File: src/hw/rtl/tiorq_pkg.sv
// Package for the tagged I/O request queue: sizes, codes and payload types.
// Used by every module of the block; depends on nothing.
package tiorq_pkg;

    localparam int TableDepth   = 256;
    localparam int SlotCapacity = 64;
    localparam int AutoLevel    = 32;
    localparam int IdxW         = $clog2(TableDepth);
    localparam int FillW        = IdxW + 1;
    localparam int PendW        = 7;
    localparam int DoneW        = 9;

    localparam logic [2:0] OP_ENQUEUE  = 3'd0;
    localparam logic [2:0] OP_CANCEL   = 3'd1;
    localparam logic [2:0] OP_SUBMIT   = 3'd2;
    localparam logic [2:0] OP_QUERY    = 3'd3;
    localparam logic [2:0] OP_DISPATCH = 3'd4;
    localparam logic [2:0] OP_COMPLETE = 3'd5;

    localparam logic [2:0] ST_PENDING   = 3'd0;
    localparam logic [2:0] ST_INFLIGHT  = 3'd1;
    localparam logic [2:0] ST_DONE      = 3'd2;
    localparam logic [2:0] ST_CANCELLED = 3'd3;
    localparam logic [2:0] ST_ERROR     = 3'd4;

    typedef struct packed {
        logic [2:0]  operation;
        logic [63:0] req_tag;
        logic [15:0] file_handle;
        logic [63:0] source_offset;
        logic [31:0] byte_length;
        logic [63:0] dest_address;
        logic        args_valid;
        logic        io_ok;
    } t_req;

    typedef struct packed {
        logic        accepted;
        logic [2:0]  entry_status;
        logic        dispatch_valid;
        logic [63:0] dispatch_tag;
        logic [15:0] dispatch_file;
        logic [63:0] dispatch_offset;
        logic [31:0] dispatch_length;
        logic [63:0] dispatch_dest;
        logic [6:0]  pending_count;
        logic        busy_flag;
        logic [8:0]  done_count;
        logic        gate_open;
    } t_rsp;

    // One table row: request payload plus its status.
    typedef struct packed {
        logic [63:0] tag;
        logic [15:0] file;
        logic [63:0] offset;
        logic [31:0] length;
        logic [63:0] dest;
        logic [2:0]  state;
    } t_entry;

    // Memory port from the sequencer to the table.
    typedef struct packed {
        logic            rd_en;
        logic [IdxW-1:0] rd_addr;
        logic            wr_en;
        logic [IdxW-1:0] wr_addr;
        t_entry          wr_data;
    } t_mem_cmd;

endpackage

File: src/hw/rtl/tiorq_ctrl.sv
// Sequencer of the request queue: scans the table for tags and pending rows.
// Depends on tiorq_pkg; drives the tiorq_table port.
module tiorq_ctrl (
    input  logic                i_clk,
    input  logic                i_rst_n,
    input  logic                i_cfg_we,
    input  logic                i_cfg_wdata,
    input  logic                i_valid,
    output logic                o_ready,
    input  tiorq_pkg::t_req     i_req,
    output logic                o_valid,
    input  logic                i_ready,
    output tiorq_pkg::t_rsp     o_rsp,
    output tiorq_pkg::t_mem_cmd o_cmd,
    input  tiorq_pkg::t_entry   i_rd_data
);
    import tiorq_pkg::*;

    typedef enum logic [3:0] {
        S_IDLE = 4'b0001,
        S_SCAN = 4'b0010,
        S_DONE = 4'b0100,
        S_OUT  = 4'b1000
    } t_state;

    t_state          r_state, n_state;
    t_req            r_req;
    logic [FillW-1:0] r_fill, r_scan;
    logic            r_rd_pend;
    logic [IdxW-1:0] r_rd_idx;
    logic            r_hit;
    logic [IdxW-1:0] r_hit_idx;
    t_entry          r_hit_ent;
    logic [PendW-1:0] r_pend;
    logic [DoneW-1:0] r_done;
    logic            r_busy, r_gate, r_auto;
    logic [IdxW-1:0] r_busy_idx;
    t_rsp            r_rsp;
    logic            r_ovalid;

    logic [FillW-1:0] n_fill;
    logic [IdxW-1:0]  n_busy_idx;
    t_rsp             n_rsp;

    logic            match;
    logic            scan_end;
    logic            find_pend;

    // Dispatch scans for the first pending row; complete takes the busy row it
    // reads first; the others scan for the tag.
    assign find_pend = (r_req.operation == OP_DISPATCH);
    assign match = (r_req.operation == OP_COMPLETE) ? 1'b1
                 : find_pend ? (i_rd_data.state == ST_PENDING)
                             : (i_rd_data.tag == r_req.req_tag);
    assign scan_end = (r_scan == r_fill);

    assign o_ready = (r_state == S_IDLE) && !r_ovalid;
    assign o_valid = r_ovalid;
    assign o_rsp   = r_rsp;

    // Memory read during scans, write on update.
    always_comb begin
        o_cmd = '0;
        o_cmd.rd_en   = (r_state == S_SCAN) && !scan_end && !r_hit;
        o_cmd.rd_addr = r_scan[IdxW-1:0];
        o_cmd.wr_addr = r_hit_idx;
        o_cmd.wr_data = r_hit_ent;
        if (r_state == S_DONE) begin
            unique case (r_req.operation)
                OP_ENQUEUE: begin
                    o_cmd.wr_en   = !r_hit && r_req.byte_length != '0 && r_req.args_valid
                        && ({1'b0, r_pend} + (PendW+1)'(r_busy)) < (PendW+1)'(SlotCapacity)
                        && r_fill < FillW'(TableDepth);
                    o_cmd.wr_addr = r_fill[IdxW-1:0];
                    o_cmd.wr_data = '{tag: r_req.req_tag, file: r_req.file_handle,
                                      offset: r_req.source_offset,
                                      length: r_req.byte_length,
                                      dest: r_req.dest_address, state: ST_PENDING};
                end
                OP_CANCEL: begin
                    o_cmd.wr_en = r_hit && r_hit_ent.state == ST_PENDING;
                    o_cmd.wr_data.state = ST_CANCELLED;
                end
                OP_DISPATCH: begin
                    o_cmd.wr_en = r_hit && !r_busy && r_gate;
                    o_cmd.wr_data.state = ST_INFLIGHT;
                end
                OP_COMPLETE: begin
                    o_cmd.wr_en = r_busy && r_hit;
                    o_cmd.wr_data.state = r_req.io_ok ? ST_DONE : ST_ERROR;
                end
                default: o_cmd.wr_en = 1'b0;
            endcase
        end
    end

    // Result of the request and the counters after it.
    always_comb begin
        n_fill     = r_fill;
        n_busy_idx = r_busy_idx;
        n_rsp      = '0;
        n_rsp.entry_status  = ST_ERROR;
        n_rsp.pending_count = r_pend;
        n_rsp.busy_flag     = r_busy;
        n_rsp.done_count    = r_done;
        n_rsp.gate_open     = r_gate;
        unique case (r_req.operation)
            OP_ENQUEUE: begin
                if (o_cmd.wr_en) begin
                    n_fill = r_fill + 1'b1;
                    n_rsp.pending_count = r_pend + 1'b1;
                    n_rsp.accepted = 1'b1;
                    n_rsp.entry_status = ST_PENDING;
                    if (r_auto && (r_pend + 1'b1) >= PendW'(AutoLevel)) begin
                        n_rsp.gate_open = 1'b1;
                    end
                end else if (r_hit) begin
                    n_rsp.entry_status = r_hit_ent.state;
                end
            end
            OP_CANCEL: begin
                if (r_hit) n_rsp.entry_status = r_hit_ent.state;
                if (o_cmd.wr_en) begin
                    n_rsp.pending_count = r_pend - 1'b1;
                    n_rsp.accepted = 1'b1;
                    n_rsp.entry_status = ST_CANCELLED;
                end
            end
            OP_SUBMIT: begin
                if (!r_gate && r_pend != '0) begin
                    n_rsp.gate_open = 1'b1;
                    n_rsp.accepted = 1'b1;
                end
            end
            OP_QUERY: begin
                if (r_hit) n_rsp.entry_status = r_hit_ent.state;
            end
            OP_DISPATCH: begin
                if (!r_busy && r_gate) begin
                    if (!r_hit) begin
                        n_rsp.gate_open = 1'b0;
                    end else begin
                        n_rsp.pending_count = r_pend - 1'b1;
                        n_rsp.busy_flag = 1'b1;
                        n_busy_idx = r_hit_idx;
                        n_rsp.dispatch_valid = 1'b1;
                        n_rsp.entry_status = ST_INFLIGHT;
                        n_rsp.dispatch_tag = r_hit_ent.tag;
                        n_rsp.dispatch_file = r_hit_ent.file;
                        n_rsp.dispatch_offset = r_hit_ent.offset;
                        n_rsp.dispatch_length = r_hit_ent.length;
                        n_rsp.dispatch_dest = r_hit_ent.dest;
                    end
                end
            end
            OP_COMPLETE: begin
                if (r_busy) begin
                    n_rsp.busy_flag = 1'b0;
                    n_rsp.entry_status = r_req.io_ok ? ST_DONE : ST_ERROR;
                    if (r_req.io_ok && r_done != '1) begin
                        n_rsp.done_count = r_done + 1'b1;
                    end
                    if (r_pend == '0) begin
                        n_rsp.gate_open = 1'b0;
                    end
                end
            end
            default: n_rsp.accepted = 1'b0;
        endcase
    end

    always_comb begin
        n_state = r_state;
        unique case (r_state)
            S_IDLE: if (i_valid && o_ready) n_state = S_SCAN;
            S_SCAN: if ((scan_end && !r_rd_pend) || r_hit) n_state = S_DONE;
            S_DONE: n_state = S_IDLE;
            S_OUT:  n_state = S_IDLE;
            default: n_state = S_IDLE;
        endcase
    end

    // Control registers, scan progress and the result register.
    always_ff @(posedge i_clk) begin
        if (!i_rst_n) begin
            r_state <= S_IDLE;
            r_fill <= '0; r_pend <= '0; r_done <= '0;
            r_busy <= 1'b0; r_gate <= 1'b0; r_busy_idx <= '0;
            r_auto <= 1'b1; r_ovalid <= 1'b0; r_rd_pend <= 1'b0;
            r_hit <= 1'b0; r_scan <= '0;
        end else begin
            r_state <= n_state;
            if (i_cfg_we) r_auto <= i_cfg_wdata;
            r_rd_pend <= o_cmd.rd_en;
            r_rd_idx  <= r_scan[IdxW-1:0];
            if (r_state == S_IDLE && i_valid && o_ready) begin
                r_req  <= i_req;
                r_hit  <= 1'b0;
                // Complete needs no search: its scan starts at the busy row and takes the first row read.
                r_scan <= (i_req.operation == OP_COMPLETE) ? {1'b0, r_busy_idx} : '0;
            end
            if (r_state == S_SCAN) begin
                if (o_cmd.rd_en) r_scan <= r_scan + 1'b1;
                if (r_rd_pend && !r_hit && match) begin
                    r_hit <= 1'b1;
                    r_hit_idx <= r_rd_idx;
                    r_hit_ent <= i_rd_data;
                end
            end
            if (r_state == S_DONE) begin
                r_ovalid   <= 1'b1;
                r_rsp      <= n_rsp;
                r_fill     <= n_fill;
                r_pend     <= n_rsp.pending_count;
                r_busy     <= n_rsp.busy_flag;
                r_done     <= n_rsp.done_count;
                r_gate     <= n_rsp.gate_open;
                r_busy_idx <= n_busy_idx;
            end else if (r_ovalid && i_ready) begin
                r_ovalid <= 1'b0;
            end
        end
    end

endmodule

File: config.mk
export PLATFORM = sky130hd
export DESIGN_NAME = tiorq_ctrl
export DESIGN_NICKNAME = d
export VERILOG_FILES = /design/src/hw/rtl/tiorq_pkg.sv /design/src/hw/rtl/tiorq_ctrl.sv
export SDC_FILE = /design/constraint.sdc
export NUM_CORES = 1
export LEC_CHECK = 0
export ABC_AREA = 1
export BUFFER_PORTS_ARGS = -buffer_cell sky130_fd_sc_hd__buf_2
export CAP_MARGIN = 10
export CORE_AREA = 2 2 402 404
export DETAILED_ROUTE_END_ITERATION = 16
export DIE_AREA = 0 0 404 406
export PLACE_DENSITY = 0.43
export SETUP_SLACK_MARGIN = 0.5
export SLEW_MARGIN = 0
export SYNTH_ARGS = -nofsm -noshare
export SYNTH_HDL_FRONTEND = slang
export SYNTH_SLANG_ARGS = --single-unit
File: constraint.sdc
create_clock -name i_clk -period 15.14 [get_ports i_clk]
set_input_delay 2.271 -clock i_clk [delete_from_list [all_inputs] [get_ports i_clk]]
set_output_delay 2.271 -clock i_clk [all_outputs]
set_load 0.03 [all_outputs]
==> flow_summary_export.csv, run 1 <==
group,metric,value,unit
finish,drive_gt1_frac,0.3300,
global_route,grt_max_degree,116,
global_route,grt_use_met1,0.1651,
clock_network,cts_root_buffer,"clkbuf_16",
synth,synth_edf_count,767,
clock_network,cts.clk_slew.worst_paths,0.06,ns
setup_path,worstReg2RegEnd,"r_hit_ent[126]",
synth,synthCells,2561,
timing,min_period,7.166,ns
global_route,grt_pass1_wl,165600,µm
global_route,antenna_found_initial,33,
timing,slew_viol_final,0,
clock_network,htree_levels,3,
drt,wl,120500,µm
synth,yosysTopAreaCellShare,0.7201,
power_and_ir_drop,netSwitchingFraction,0.2321,
hold_path,whs_endpoint,"r_hit_idx[1]",
placement,post_dp_cell_area,39410,µm²
setup_path,r2r_slack,10.57,ns
drt,drt_iter0_drc,1358,
timing,max_freq,139.6,MHz
setup_path,critPathKind,"reg2out",
drt,wl_per_cell,20.89,µm
timing,rsz0062_at_grt,"no",
synth,avgSynthCellArea,12.49,µm²
global_route,grtUsageMet2,0.2364,
synth,yosysSeqAreaShare,0.7520,
timing,tns,0,ns
floorplan,rows,147,
placement,hpwl,89620,µm
clock_network,postCtsSetupBuffers,0,
clock_network,cts_buffers,96,
timing,tightest_slew,1.042,ns
global_route,grt_pass1_vias,22672,
synth,synth_warnings,0,
setup_path,rr_worst_depth,9,
run_status,status,"complete, no violations",
placement,port_buffers,1019,
synth,ys_ff_latch,818,
setup_path,end_kind,"primary output",
hold_path,hp-start,"r_rd_idx[1]",
timing,finClkSkew,0.04914,ns
finish,final_nets,4101,
floorplan,io_pins,1020,
power_and_ir_drop,clkPwrFrac,0.441,
synth,syn_nets,3062,
timing,setup_violations,0,
power_and_ir_drop,power_density,121.6,nW/µm²
clock_network,postCtsHoldBufs,0,
global_route,grt-ovfl-total,0,
power_and_ir_drop,p_int,3.965,mW
drt,dr.pass1.iters,5,
global_route,grtUsageTotal,0.1410,
synth,yosysTopAreaCell,"edfxtp_1",
setup_path,cp.required,12.87,ns
clock_network,cts.repair.resized,0,
floorplan,floorplan.initialDensity,0.2003,
setup_path,startpoint_type,"register",
placement,gp_congestion,0.8948,
synth,synth_common_cells,"edfxtp_1, nand2_1, inv_1, nor2_1, o21ai_0",
clock_network,tritoncts,"yes",
synth,syn-cell-area,31980,µm²
floorplan,die_width,404,µm
clock_network,cts_sinks,818,
synth,synth_ff_type,"edfxtp_1",
drt,postRouteAntennaNets,0,
drt,remaining_drc_errors,0,
synth,synth_cell_type_count,46,
drt,viasPerCell,3.943,
floorplan,die_h,406,µm
finish,stdcell_area,42450,µm²
power_and_ir_drop,p_comb_frac,0.050,
global_route,use_met3,0.05270,
setup_path,worst-path-max-fanout,95,
power_and_ir_drop,ir_drop,0.1046,mV
finish,area_growth,32.72,%
synth,synth_most_common_cell,"edfxtp_1",
floorplan,die_area,164000,µm²
synth,ys_top_cells_by_area,"edfxtp_1, o21ai_0, nand2_1",
timing,hold_viol,0,
timing,finalCritPeriodShare,0.4733,
setup_path,rr_startpoint,"r_req[232]",
timing,slew_headroom,0.3050,
power_and_ir_drop,p_seq_frac,0.509,
synth,async_reset_ff_frac,0,
run,drv_cap,0,
drt,vias,22750,
clock_network,cts_buffer_depth,3,
power_and_ir_drop,switchingPower,1.199,mW
global_route,grt_busiest_layer,"met2",
power_and_ir_drop,p_leak,17.05,nW
floorplan,design.core.area,159600,µm²
setup_path,worstPathArrival,4.89,ns
hold_path,hp-class,"reg2reg",
clock_network,clkLatencyLatePin,0.70,ns
hold_path,hold_depth,0,
routing by layer:
layer,up-vias,wire length [µm]
met3,191,11270
met1,10940,47310
met5,-,169
met2,861,57960
li1,10730,-
met4,28,3802
power by group through the flow:
stage          Combinational, mW  Sequential [mW]  Clock (mW)
2_1_floorplan              0.116             2.70           0
3_3_place_gp               0.262             2.68           0
3_5_place_dp               0.265             2.68           0
4_1_cts                    0.267             2.63        2.35
5_1_grt                    0.287             2.64        2.43
6_report                   0.259             2.63        2.28
how the worst max path moves through the flow:
| stage | startpoint | slack (ns) | cells after the start | end |
|---|---|---|---|---|
| 3_5_place_dp | i_rd_data[233] | 8.24 | 10 | r_hit_ent[6] |
| 6_report | r_state[2] | 7.97 | 11 | o_cmd[87] |
| 4_1_cts | r_state[2] | 7.90 | 11 | o_cmd[78] |
| 5_1_grt | r_state[2] | 7.49 | 11 | o_cmd[87] |
| 2_1_floorplan | i_rst_n | 1.13 | 4 | r_req[0] |
| 3_3_place_gp | i_rd_data[233] | 8.17 | 10 | r_hit_ent[115] |
flip-flops by register name (all words and copies together) (netlist names), 3 cells and up:
name        count
o_rsp         263
r_busy_idx      8
r_done          9
r_fill          9
r_hit_ent     243
r_hit_idx       8
r_pend          7
r_rd_idx        8
r_req         245
r_scan          9
r_state         3
logic make-up (layout without fill, tap and decap cells):
| family | count (synthesis) | after routing | synth area share |
|---|---|---|---|
| AOI/OAI and AO/OA | 368 | 368 | 0.06005 |
| adders and majority gates | 7 | 7 | 0.002738 |
| and+or+nand+nor | 833 | 833 | 0.1066 |
| buffers and inverters | 466 | 1572 | 0.05970 |
| other | 0 | 16 | 0 |
| xor gates and xnor gates | 69 | 69 | 0.01889 |
| DFF | 818 | 818 | 0.7520 |
stage by stage:
stage          power, mW  hold WS, ns  worst slack, ns  utilization  instances
3_3_place_gp       2.939       0.4016            8.166       0.2468       5588
4_1_cts            5.252       0.3825            7.896       0.2657       5753
2_1_floorplan      2.819       0.4003            1.127            -       2561
5_1_grt            5.352       0.4060            7.490       0.2658       5762
3_5_place_dp       2.943       0.4045            8.237       0.2468       5588
6_report           5.164       0.3876            7.974       0.2659       5769
critical path, stage by stage (launching register included):
cell and delay [ns]:
dfxtp_1 0.32, inv_1 0.07, nor3_4 0.60, inv_1 0.09, buf_4 0.26, nor2_4 0.10
buf_4 0.56, buf_4 0.66, buf_4 0.80, nand2_1 0.10, o21ai_1 0.14, buf_2 0.24
layout by cell type (no fill, tap or decap), types with 4 or more instances in the layout:
| cell type | instances |
|---|---|
| nor2_1 | 324 |
| xnor2_1 | 33 |
| clkbuf_1 | 24 |
| dfxtp_1 | 51 |
| o21ai_1 | 20 |
| inv_1 | 356 |
| clkinvlp_4 | 4 |
| clkbuf_16 | 96 |
| nor3_1 | 18 |
| a21oi_1 | 35 |
| nand4_1 | 9 |
| nor4_1 | 5 |
| diode_2 | 16 |
| nor2_2 | 4 |
| or2_2 | 12 |
| clkinv_1 | 15 |
| bufinv_16 | 7 |
| ha_1 | 7 |
| buf_2 | 1019 |
| buf_4 | 24 |
| a311oi_1 | 5 |
| edfxtp_1 | 767 |
| nand2_1 | 375 |
| nand3_1 | 63 |
| clkinv_2 | 10 |
| o21ai_0 | 285 |
| xor2_1 | 36 |
| nor2_4 | 6 |
cell type report:
cell class	instances	area (µm²)
Inverter	362	1376
Tap cell	2086	2610
Multi-Input combinational cell	1277	6048
Clock inverter	42	469.2
Timing Repair Buffer	1045	5320
Antenna cell	16	40.04
Clock buffer	123	2534
Fill cell	17015	117200
Sequential cell	818	24050
No activity file was read; power rests on OpenSTA's default activity.
==> run 2: changes to the inputs <==
--- a/config.mk
+++ b/config.mk
@@ -5,13 +5,13 @@
 export SDC_FILE = /design/constraint.sdc
 export NUM_CORES = 1
 export LEC_CHECK = 0
-export ABC_AREA = 1
+export ABC_AREA = 0
 export BUFFER_PORTS_ARGS = -buffer_cell sky130_fd_sc_hd__buf_2
 export CAP_MARGIN = 10
-export CORE_AREA = 2 2 402 404
+export CORE_AREA = 2 2 391 393
 export DETAILED_ROUTE_END_ITERATION = 16
-export DIE_AREA = 0 0 404 406
-export PLACE_DENSITY = 0.43
+export DIE_AREA = 0 0 393 395
+export PLACE_DENSITY = 0.44
 export SETUP_SLACK_MARGIN = 0.5
 export SLEW_MARGIN = 0
 export SYNTH_ARGS = -nofsm -noshare
==> constraint.sdc (replaced) <==
create_clock -name i_clk -period 6.1 [get_ports i_clk]
set_input_delay 0.915 -clock i_clk [delete_from_list [all_inputs] [get_ports i_clk]]
set_output_delay 0.915 -clock i_clk [all_outputs]
set_load 0.03 [all_outputs]
==> run 2 against run 1 <==
  * Clock power grew to 2.6 times the previous value
  * Clock skew grew 0.011 ns
  * Core utilization rose by 2.0 points
  * Register-to-register slack worse by 8.1 ns
  * Global-route usage is 2.8 points higher
  * Cell count fell by 2.9%
  * Sequential cell count stayed put
  * Highest routed layer unchanged
==> flow_summary_export.csv, run 2 <==
group,metric,value,unit
run_status,status,"complete, no violations",
floorplan,design.core.area,151200,µm²
synth,async_reset_ff_frac,0,
power_and_ir_drop,clkPwrFrac,0.427,
timing,max_freq,209.2,MHz
hold_path,hold_depth,1,
clock_network,clkLatencyLatePin,0.71,ns
floorplan,rows,143,
drt,dr.pass1.iters,6,
power_and_ir_drop,switchingPower,3.562,mW
clock_network,cts_buffers,99,
global_route,antenna_found_initial,29,
clock_network,tritoncts,"yes",
finish,area_growth,34.52,%
global_route,grtUsageTotal,0.1686,
synth,syn-cell-area,32110,µm²
synth,avgSynthCellArea,13.17,µm²
power_and_ir_drop,p_int,10.33,mW
hold_path,hp-class,"in2reg",
finish,layout_common_cells,"buf_2, nand2_1, edfxtp_1, and3_1, clkbuf_16",
setup_path,startpoint_type,"register",
clock_network,cts_root_buffer,"clkbuf_16",
timing,setup_violations,0,
placement,hpwl,102000,µm
timing,rsz0062_at_grt,"no",
setup_path,cp.required,5.18,ns
finish,fillers,15909,
placement,gp_congestion,0.9338,
drt,wl_per_cell,24.31,µm
floorplan,die_h,395,µm
synth,yosysSeqAreaShare,0.7492,
floorplan,die_width,393,µm
power_and_ir_drop,power_density,321.8,nW/µm²
setup_path,rr_worst_depth,8,
drt,viasPerCell,4.226,
hold_path,hp-start,"i_req[35]",
setup_path,critPathKind,"reg2out",
setup_path,worstPathArrival,3.86,ns
finish,largest_reg_flops,263,
timing,min_period,4.780,ns
timing,finalCritPeriodShare,0.7836,
clock_network,cts_sinks,818,
floorplan,io_pins,1020,
timing,slew_headroom,0.3666,
global_route,grt-ovfl-total,0,
synth,synth_warnings,0,
setup_path,worst-path-max-fanout,11,
finish,area.sequential,24050,µm²
finish,multi_input_area,7557,µm²
synth,synthCells,2438,
global_route,grt_pass1_vias,23467,
synth,synth_ff_type,"edfxtp_1",
timing,setup_ws,1.320,ns
timing,tightest_slew,0.9500,ns
power_and_ir_drop,ir_drop,0.2375,mV
timing,tns,0,ns
floorplan,die_area,155200,µm²
drt,drt_iter0_drc,1618,
global_route,grt_max_degree,101,
drt,vias,23659,
synth,ys_top_cells_by_area,"edfxtp_1, nand2_1, and3_1",
power_and_ir_drop,p_leak,17.96,nW
drt,wl,136100,µm
synth,synth_edf_count,767,
synth,synth_common_cells,"nand2_1, edfxtp_1, and3_1, clkbuf_1, xnor2_1",
setup_path,end_kind,"primary output",
finish,layout_commonest_cell,"buf_2",
setup_path,rr_startpoint,"r_req[196]",
synth,yosysTopAreaCell,"edfxtp_1",
synth,synth_cell_type_count,68,
drt,remaining_drc_errors,0,
timing,hold_viol,0,
power_and_ir_drop,p_seq_frac,0.486,
timing,slew_viol_final,0,
synth,synth_most_common_cell,"nand2_1",
drt,postRouteAntennaNets,0,
global_route,grt_pass1_wl,184700,µm
finish,final_nets,3974,
clock_network,cts_buffer_depth,3,
clock_network,postCtsHoldBufs,0,
clock_network,htree_levels,3,
clock_network,postCtsSetupBuffers,0,
setup_path,r2r_slack,2.46,ns
setup_path,worstReg2RegEnd,"r_hit_ent[24]",
power_and_ir_drop,p_comb_frac,0.088,
synth,yosysTopAreaCellShare,0.7174,
power_and_ir_drop,netSwitchingFraction,0.2563,
placement,port_buffers,1019,
finish,drive_gt1_frac,0.3519,
clock_network,cts.clk_slew.worst_paths,0.06,ns
synth,ys_ff_latch,818,
floorplan,floorplan.initialDensity,0.2124,
timing,finClkSkew,0.05976,ns
placement,post-place-ws,1.676,ns
synth,syn_nets,2939,
run,drv_cap,0,
clock_network,cts.repair.resized,0,
hold_path,whs_endpoint,"r_req[35]",
-- run 2: changes by cell type in the layout (fill, tap and decap cells not counted), sizes merged, moves of 20 or more --
cell / delta
nor2: -274
and3: +251
clkinv: +20
buf: +33
xnor2: +35
inv: -350
nand3: -46
nand2: +414
o21ai: -275
-- run 2: area by class of cell --
type / count / share of cell area
clock inverters: 62 / 0.01515
multi-input cells: 1463 / 0.1750
repair buffers: 1078 / 0.1324
inverters: 13 / 0.001130
flip-flops and latches: 818 / 0.5569
well taps: 2030 / 0.05881
clock buffers: 121 / 0.05977
diodes: 14 / 0.0008112
-- run 2: logic make-up (layout without fill, tap and decap cells) --
| logic type | Yosys count | count (layout) | share of synthesized area |
|---|---|---|---|
| xor gates and xnor gates | 98 | 98 | 0.02673 |
| DFF | 818 | 818 | 0.7492 |
| muxes | 6 | 6 | 0.001949 |
| other | 0 | 14 | 0 |
| buffers and inverters | 157 | 1274 | 0.01999 |
| adders and majority gates | 7 | 7 | 0.002728 |
| AOI/OAI and AO/OA | 136 | 136 | 0.02849 |
| and+or+nand+nor | 1216 | 1216 | 0.1709 |
-- run 2: worst max path at each step --
stage	slack [ns]	cells past startpoint	from	endpoint
floorplan	0.27	6	i_rd_data[213]	r_hit_ent[0]
global placement	1.70	9	i_rd_data[242]	r_hit_ent[111]
detailed placement	1.68	9	i_rd_data[242]	r_hit_ent[101]
CTS	1.19	6	r_req[82]	o_cmd[251]
global route	1.05	6	r_req[87]	o_cmd[251]
finish	1.32	6	r_req[82]	o_cmd[251]
-- run 2: per-stage QoR --
stage / area [µm²] / hold WS [ns] / utilization / total power, mW / cells
floorplan: 32230 / 0.4003 / - / 7.476 / 2438
global placement: 39920 / 0.4010 / 0.2640 / 8.104 / 5402
detailed placement: 39920 / 0.4056 / 0.2640 / 8.103 / 5402
CTS: 43150 / 0.2914 / 0.2854 / 14.12 / 5585
global route: 43160 / 0.3081 / 0.2855 / 14.41 / 5589
finish: 43190 / 0.3726 / 0.2857 / 13.90 / 5599
-- run 2: critical path, cell delays in order (launching register included) --
cell and delay (ns):
edfxtp_1 0.38, nor4_1 0.46, nand4_1 0.49, o221a_4 0.50
o31ai_2 0.76, inv_1 0.28, buf_2 0.27
-- run 2: layer usage --
metal,wire length [µm],part of all wire,up-vias,track usage
li1,-,-,10791,-
met1,54170,0.40,11666,0.2065
met2,67200,0.49,982,0.2895
met3,10980,0.081,194,0.04538
met4,3634,0.027,26,0.04639
met5,155,0.0011,-,0
-- run 2: power by group through the flow --
stage / logic [mW] / registers, mW / clock network (mW)
6_report: 1.22 / 6.75 / 5.93
5_1_grt: 1.31 / 6.78 / 6.32
4_1_cts: 1.24 / 6.75 / 6.13
3_5_place_dp: 1.24 / 6.86 / 0
3_3_place_gp: 1.24 / 6.86 / 0
2_1_floorplan: 0.564 / 6.91 / 0
==> run 3: changes to the inputs <==
==> constraint.sdc (replaced) <==
create_clock -name i_clk -period 4.06 [get_ports i_clk]
set_input_delay 0.609 -clock i_clk [delete_from_list [all_inputs] [get_ports i_clk]]
set_output_delay 0.609 -clock i_clk [all_outputs]
set_load 0.03 [all_outputs]
==> run 3 against run 2 <==
  * Sequential power grew 50%
  * First-iteration DRC count grew 5.7%
  * Clock power increased by 49%
  * Setup slack got worse by 0.65 ns
  * Total power grew 52%
  * Global-route usage increased by 0.52 points
  * Clock-buffer cell count shrank 1
  * Cell area up 7.0%
  * Critical path depth stayed put
  * Core utilization increased by 2.0 points
  * Non-clock buffer count is 288 higher
  * Sequential cell count is the same
  * Critical endpoint unchanged
  * Largest power group unchanged
==> flow_summary_export.csv, run 3 (same netlist as run 2, synthesis figures left out) <==
group,metric,value,unit
drt,wl_met2,69610,µm
timing,setup_violations,0,
global_route,grt_pass1_wl,191100,µm
finish,layout.cells.non_filler,5875,
placement,post-place-ws,0.5099,ns
global_route,grt-ovfl-total,0,
timing,slew_headroom,0.3870,
clock_network,htree_levels,3,
clock_network,cts_buffers,100,
drt,drt_iter0_drc,1711,
setup_path,cp.required,3.45,ns
placement,port_buffers,1019,
power_and_ir_drop,power_density,456.2,nW/µm²
finish,largest_reg_flops,263,
timing,slew_viol_final,0,
hold_path,hp-class,"in2reg",
drt,wl_met1,56200,µm
finish,final_nets,4263,
run,drv_cap,0,
floorplan,rows,143,
setup_path,end_kind,"primary output",
finish,drive_gt1_frac,0.3378,
placement,gp_congestion,0.9099,
floorplan,die_h,395,µm
drt,wl,140600,µm
setup_path,worstPathArrival,2.79,ns
timing,min_period,3.395,ns
setup_path,critPathKind,"reg2out",
floorplan,design.core.area,151200,µm²
run_status,status,"complete, no violations",
power_and_ir_drop,ir_drop,0.3116,mV
timing,tns,0,ns
drt,top_layer,"met5",
drt,postRouteAntennaNets,0,
timing,max_freq,294.6,MHz
power_and_ir_drop,power.total,21.08,mW
clock_network,cts_sinks,818,
floorplan,floorplan.initialDensity,0.2124,
power_and_ir_drop,p_leak,19.22,nW
finish,postLayoutCoreUtil,0.3056,
clock_network,clkLatencyLatePin,0.74,ns
timing,rsz0062_at_grt,"yes",
setup_path,path_buf_inv,2,
timing,setup_ws,0.6654,ns
drt,viasPerCell,4.214,
setup_path,critPathSlowestCell,"edfxtp_1",
finish,area_growth,43.92,%
global_route,grt_max_degree,131,
global_route,antenna_found_initial,26,
setup_path,startpoint_type,"register",
timing,finalCritPeriodShare,0.8361,
global_route,grt_pass1_vias,24919,
floorplan,die_area,155200,µm²
finish,layout_commonest_cell,"buf_2",
setup_path,max_stage_delay,0.47,ns
finish,multi_input_area,7632,µm²
global_route,grtUsageTotal,0.1739,
clock_network,cts_root_buffer,"clkbuf_16",
drt,dr.pass1.iters,5,
timing,tightest_slew,0.9111,ns
clock_network,tritoncts,"yes",
placement,hpwl,104400,µm
setup_path,crit_chain,"nor4_4 > nand4_1 > o221a_4 > o31ai_4 > inv_2 > buf_2",
floorplan,io_pins,1020,
floorplan,die_width,393,µm
finish,layout_common_cells,"buf_2, nand2_1, edfxtp_1, dlygate4sd3_1, and3_1",
timing,finClkSkew,0.06440,ns
drt,vias,24755,
finish,area.sequential,24060,µm²
drt,met3_length,10400,µm
clock_network,cts_buffer_depth,3,
clock_network,cts.clk_slew.worst_paths,0.06,ns
setup_path,path_delay_family,"compound AO/OA/AOI/OAI gates",
placement,place_inst,5418,
timing,hold_viol,0,
finish,fillers,15565,
drt,wl_per_cell,23.94,µm
setup_path,worst-path-max-fanout,7,
drt,remaining_drc_errors,0,
## run 3: changes by cell type in the layout (fill, tap and decap cells not counted), sizes merged, moves of 2 or more
cell and delta:
dlygate4sd3 +260, buf +28, diode -11, bufinv -3
inv +2
## run 3: final timing paths
check                           slack (ns)  cells after the start          start             to
worst max-delay path                  0.67                      6      r_req[67]     o_cmd[251]
worst min-delay path                  0.09                      1  i_rd_data[73]  r_hit_ent[73]
worst max register to register        0.83                      7     r_req[238]  r_hit_ent[62]
worst min register to register        0.42                      0    r_rd_idx[0]   r_hit_idx[0]
## run 3: worst reg2reg max path, delay by kind of cell, from the launching register on
family          cells  cell delay [ns]
simple gates        3             1.36
buf+inv             2             0.62
flops               1             0.40
compound gates      1             0.29
xor+xnor            1             0.24
## run 3: final cells by class
type                    count  share of cell area
flip-flops and latches    818              0.5208
repair buffers           1366              0.1881
inverters                  13            0.001327
clock buffers             120             0.05621
clock inverters            62             0.01324
well taps                2030             0.05497
diodes                      3           0.0001625
multi-input cells        1463              0.1652
## run 3: per-stage QoR
stage	hold slack [ns]	area [µm²]
final	0.08780	46210
after global routing	0.01552	46210
after CTS	0.0001205	46130
after detailed placement	0.4057	40180
after global placement	0.4018	40180
after floorplan	0.4003	32290
## run 3: what timing repair did
item / 4_1_cts / 5_1_grt
setup buffers: 7 / 5
pin swaps: 2 / 1
setup endpoints to repair: 248 / 37
hold buffers: 260 / 0
hold endpoints to repair: 260 / 0
gates resized for setup: 7 / 8
## run 3: power breakdown
group          internal [mW]  total, mW  switching, mW
Sequential              9.84       10.1          0.295
Clock                   4.99       8.82           3.83
Combinational          0.760       2.12           1.36
## run 3: per-layer routing
metal | vias to the layer above | GRT usage
li1 | 11337 | -
met1 | 12205 | 0.2108
met2 | 983 | 0.2995
met3 | 206 | 0.04513
met4 | 24 | 0.05385
met5 | - | 0
